## src/rtl/cbm_ram.sv

```systemverilog
// generic single write port ram with one registered read port
// no dependencies
`default_nettype none
module cbm_ram #(
  parameter int WIDTH = 8,
  parameter int DEPTH = 256
) (
  input  wire logic                     clk,
  input  wire logic                     we,
  input  wire logic [$clog2(DEPTH)-1:0] waddr,
  input  wire logic [WIDTH-1:0]         wdata,
  input  wire logic [$clog2(DEPTH)-1:0] raddr,
  output logic      [WIDTH-1:0]         rdata
);
  logic [WIDTH-1:0] mem [DEPTH];

  always_ff @(posedge clk) begin
    if (we) begin
      mem[waddr] <= wdata;
    end
    rdata <= mem[raddr];
  end
endmodule
`default_nettype wire

```

## config.mk

```make
export PLATFORM = sky130hd
export DESIGN_NAME = cbm_ram
export DESIGN_NICKNAME = d
export VERILOG_FILES = /design/src/rtl/cbm_ram.sv
export SDC_FILE = /design/constraint.sdc
export NUM_CORES = 2
export LEC_CHECK = 0
export BUFFER_PORTS_ARGS = -buffer_cell sky130_fd_sc_hd__clkbuf_2
export CORE_UTILIZATION = 35
export DETAILED_ROUTE_END_ITERATION = 8
export PLACE_DENSITY_LB_ADDON = 0.3
export SYNTH_ARGS = -nofsm -noshare
export SYNTH_HDL_FRONTEND = slang
export SYNTH_SLANG_ARGS = --single-unit
```

## constraint.sdc

```tcl
create_clock -name clk -period 2.3 [get_ports clk]
set_input_delay 0.115 -clock clk [delete_from_list [all_inputs] [get_ports clk]]
set_output_delay 0.115 -clock clk [all_outputs]
set_load 0.02 [all_outputs]
```

==> impl_metrics.py <==
metrics = {
    "outcome": {
        "outcome": "finished clean",
    },
    "global_route": {
        "grt_antenna_before_repair": 21,
        "grt_usage": 0.1817,
        "grt_overflow": 0,
        "grt_pass1_vias": 41400,
        "grt_pass1_wl_mm": 299.9,
        "grt_max_degree": 88,
    },
    "pwr": {
        "power.share.sequential": 0.520,
        "swShare": 0.2171,
        "p_sw_uw": 17280,
        "power_frac_comb": 0.056,
        "leakage_uw": 0.03088,
        "power.share.clock": 0.424,
        "power.internal_uw": 62310,
        "ir_drop_mv": 0.6740,
        "pwr_density_cell_nw_per_um2": 830.7,
    },
    "cells_and_area": {
        "nets": 4498,
        "fin_cells": 7647,
        "layout-area-overhead-vs-synth_pct": 20.42,
        "final_common_cell": "edfxtp_1",
        "mostFrequentLayoutCells": "2048 x edfxtp_1, 634 x buf_4, 454 x mux4_2, 279 x nor2_1, 205 x clkbuf_16",
        "drive_gt1_frac": 0.3327,
    },
    "worst_setup_path": {
        "cp_max_fo": 1,
        "path_class": "reg2reg",
        "end_kind": "flop",
        "critPathMaxStageDelay_ps": 470,
        "worstPathRequired_ps": 3020,
        "path_cells": "mux4_2 -> a22oi_1 -> a21oi_1 -> nor4_4 -> buf_4 -> nor4_1",
        "worstPathArrival_ps": 3000,
        "start_kind": "flop",
        "cpMaxStageDelayCell": "mux4_2",
    },
    "placed_design": {
        "place_inst": 7245,
        "port_buffers": 33,
        "place.gp.congestion": 0.8287,
        "dp_hpwl_mm": 136.9,
        "post-place-ws_ps": -1002,
    },
    "sta": {
        "min_period_ps": 2283,
        "rsz0062_at_grt": "yes",
        "setup_ws_ps": 16.67,
        "tightestPinTransition_ps": 824.8,
        "holdWs_ps": 77.59,
        "setup_viol": 0,
        "hold_violations": 0,
        "fin_crit_sh": 0.9928,
        "slew_headroom": 0.4502,
        "slew_viol_final": 0,
        "max_freq_ghz": 0.4380,
        "fin_skew_ps": 47.49,
    },
    "route": {
        "wl_met3_mm": 15.45,
        "wirelength_met1_mm": 87.28,
        "wl_mm": 209.1,
        "first_pass_iters": 5,
        "vias_per_cell": 5.312,
        "vias": 40620,
        "ant_nets": 0,
        "top_layer": "met5",
        "drt-wirelength-per-cell_um": 27.35,
        "met2_length_mm": 99.82,
        "drtIter0Drc": 4228,
        "drc": 0,
    },
    "die": {
        "die_y_um": 478.8,
        "die_w_um": 478.8,
        "start_util": 0.3531,
        "core_area_um2": 225300,
        "rows": 174,
        "pin_count": 34,
        "dieArea_um2": 229200,
    },
    "logic_synthesis": {
        "synthFlopType": "edfxtp_1",
        "netlist_top_cells_area": "edfxtp_1 77%, mux4_2 13%, mux2i_1 1.7%",
        "synthCells": 3733,
        "syn_avg_cell_area_um2": 21.31,
        "ys_ff_latch": 2056,
        "synth_top_area_frac": 0.7730,
        "yosys.area.top_type": "edfxtp_1",
        "synth_warnings": 0,
        "synth_seq_area_share": 0.7750,
        "synth.distinct_cells": 55,
        "synth_fp_nets": 3759,
        "synth_edf_count": 2048,
        "synth_area_um2": 79560,
        "synth-async-reset-ratio": 0,
    },
    "clock_network": {
        "cts.sinks": 2056,
        "insertion_delay_ps": 850,
        "cts_tree": "yes",
        "clock-root-buffer": "clkbuf_16",
        "postCtsSetupRepairBufs": 0,
        "clk_pin_slew_ps": 60,
        "cts_made_buffers": 205,
        "htree_levels": 4,
        "cts.path.max_buffers": 3,
    },
    "run": {
        "drv_cap": 0,
    },
    "min_path": {
        "hold_path.class": "in2reg",
    },
}
[cells by family (layout without fill, tap and decap cells)]
family          after synthesis  in the layout  share of synthesized area
flops                      2056           2056                     0.7750
mux                         591            591                     0.1462
simple gates                466            466                    0.02628
compound gates              385            385                    0.03419
buf+inv                     235           1152                    0.01831
other cells                   0              5                          0
[worst paths after layout]
path | startpoint | to | slack, ps | cells past startpoint
worst max-delay path | mem[152][5] | rdata[5] | 20 | 6
worst min register to register | mem[12][6] | rdata[6] | 1160 | 7
worst min-delay path | waddr[6] | mem[232][2] | 80 | 4
worst max register to register | mem[152][5] | rdata[5] | 20 | 6
[power groups by stage]
stage / Combinational [uW] / Clock [uW] / Sequential, uW
after floorplan: 2010 / 0 / 42200
after global placement: 4410 / 0 / 42200
after detailed placement: 4450 / 0 / 42200
after CTS: 4510 / 34400 / 41400
after global routing: 4720 / 35800 / 41400
final: 4480 / 33700 / 41400
[critical path: cells and delay by family, from the launching register on]
kind / cells / cell delay, ps
simple gates: 2 / 500
buf+inv: 1 / 200
mux: 1 / 470
compound gates: 2 / 630
flops: 1 / 360
[synth_stat cells (16+ instances only)]
| library cell | n |
|---|---|
| nand3_1 | 34 |
| nor2b_1 | 31 |
| edfxtp_1 | 2048 |
| nor3_1 | 22 |
| mux2i_1 | 134 |
| buf_1 | 22 |
| a21oi_1 | 96 |
| nand2_1 | 33 |
| buf_2 | 31 |
| a22oi_1 | 133 |
| nor4_1 | 24 |
| mux4_2 | 454 |
| nor2_1 | 282 |
| clkbuf_1 | 111 |
| a211oi_1 | 16 |
| buf_6 | 21 |
| o22ai_1 | 28 |
| buf_4 | 27 |
| o221ai_1 | 46 |
[registers in the layout (all words and copies together) (netlist names)]
| name | count |
|---|---|
| mem | 2048 |
| rdata | 8 |
[final cells by class]
class                           count  area, um2
Clock inverter                    147       1535
Multi-Input combinational cell   1442      16660
Clock buffer                      238       5294
Tap cell                         2992       3744
Fill cell                       19460     129500
Timing Repair Buffer              765       6897
Inverter                            2      7.507
Sequential cell                  2056      61660
Antenna cell                        5      12.51
[through the flow]
stage	utilization	instance area (um2)	setup TNS [ps]	power (uW)
global route	0.4252	95800	-29.12	81850
CTS	0.4249	95740	0	80290
finish	0.4252	95800	0	79590
global placement	0.3936	88680	-5820	46580
floorplan	-	79560	0	44170
detailed placement	0.3936	88680	-5665	46620
[layer usage]
metal,up-vias,GRT usage
li1,17200,-
met1,21650,0.2480
met2,1440,0.2880
met3,321,0.04061
met4,6,0.05939
met5,-,0
[what timing repair did]
item | 4_1_cts | 5_1_grt
hold buffers | 12 | 0
setup endpoints to repair | 6 | 6
pin swaps | 3 | 0
gates resized for setup | 17 | 9
hold endpoints to repair | 1382 | 0
Note: power is estimated with default switching activity, not from simulation.
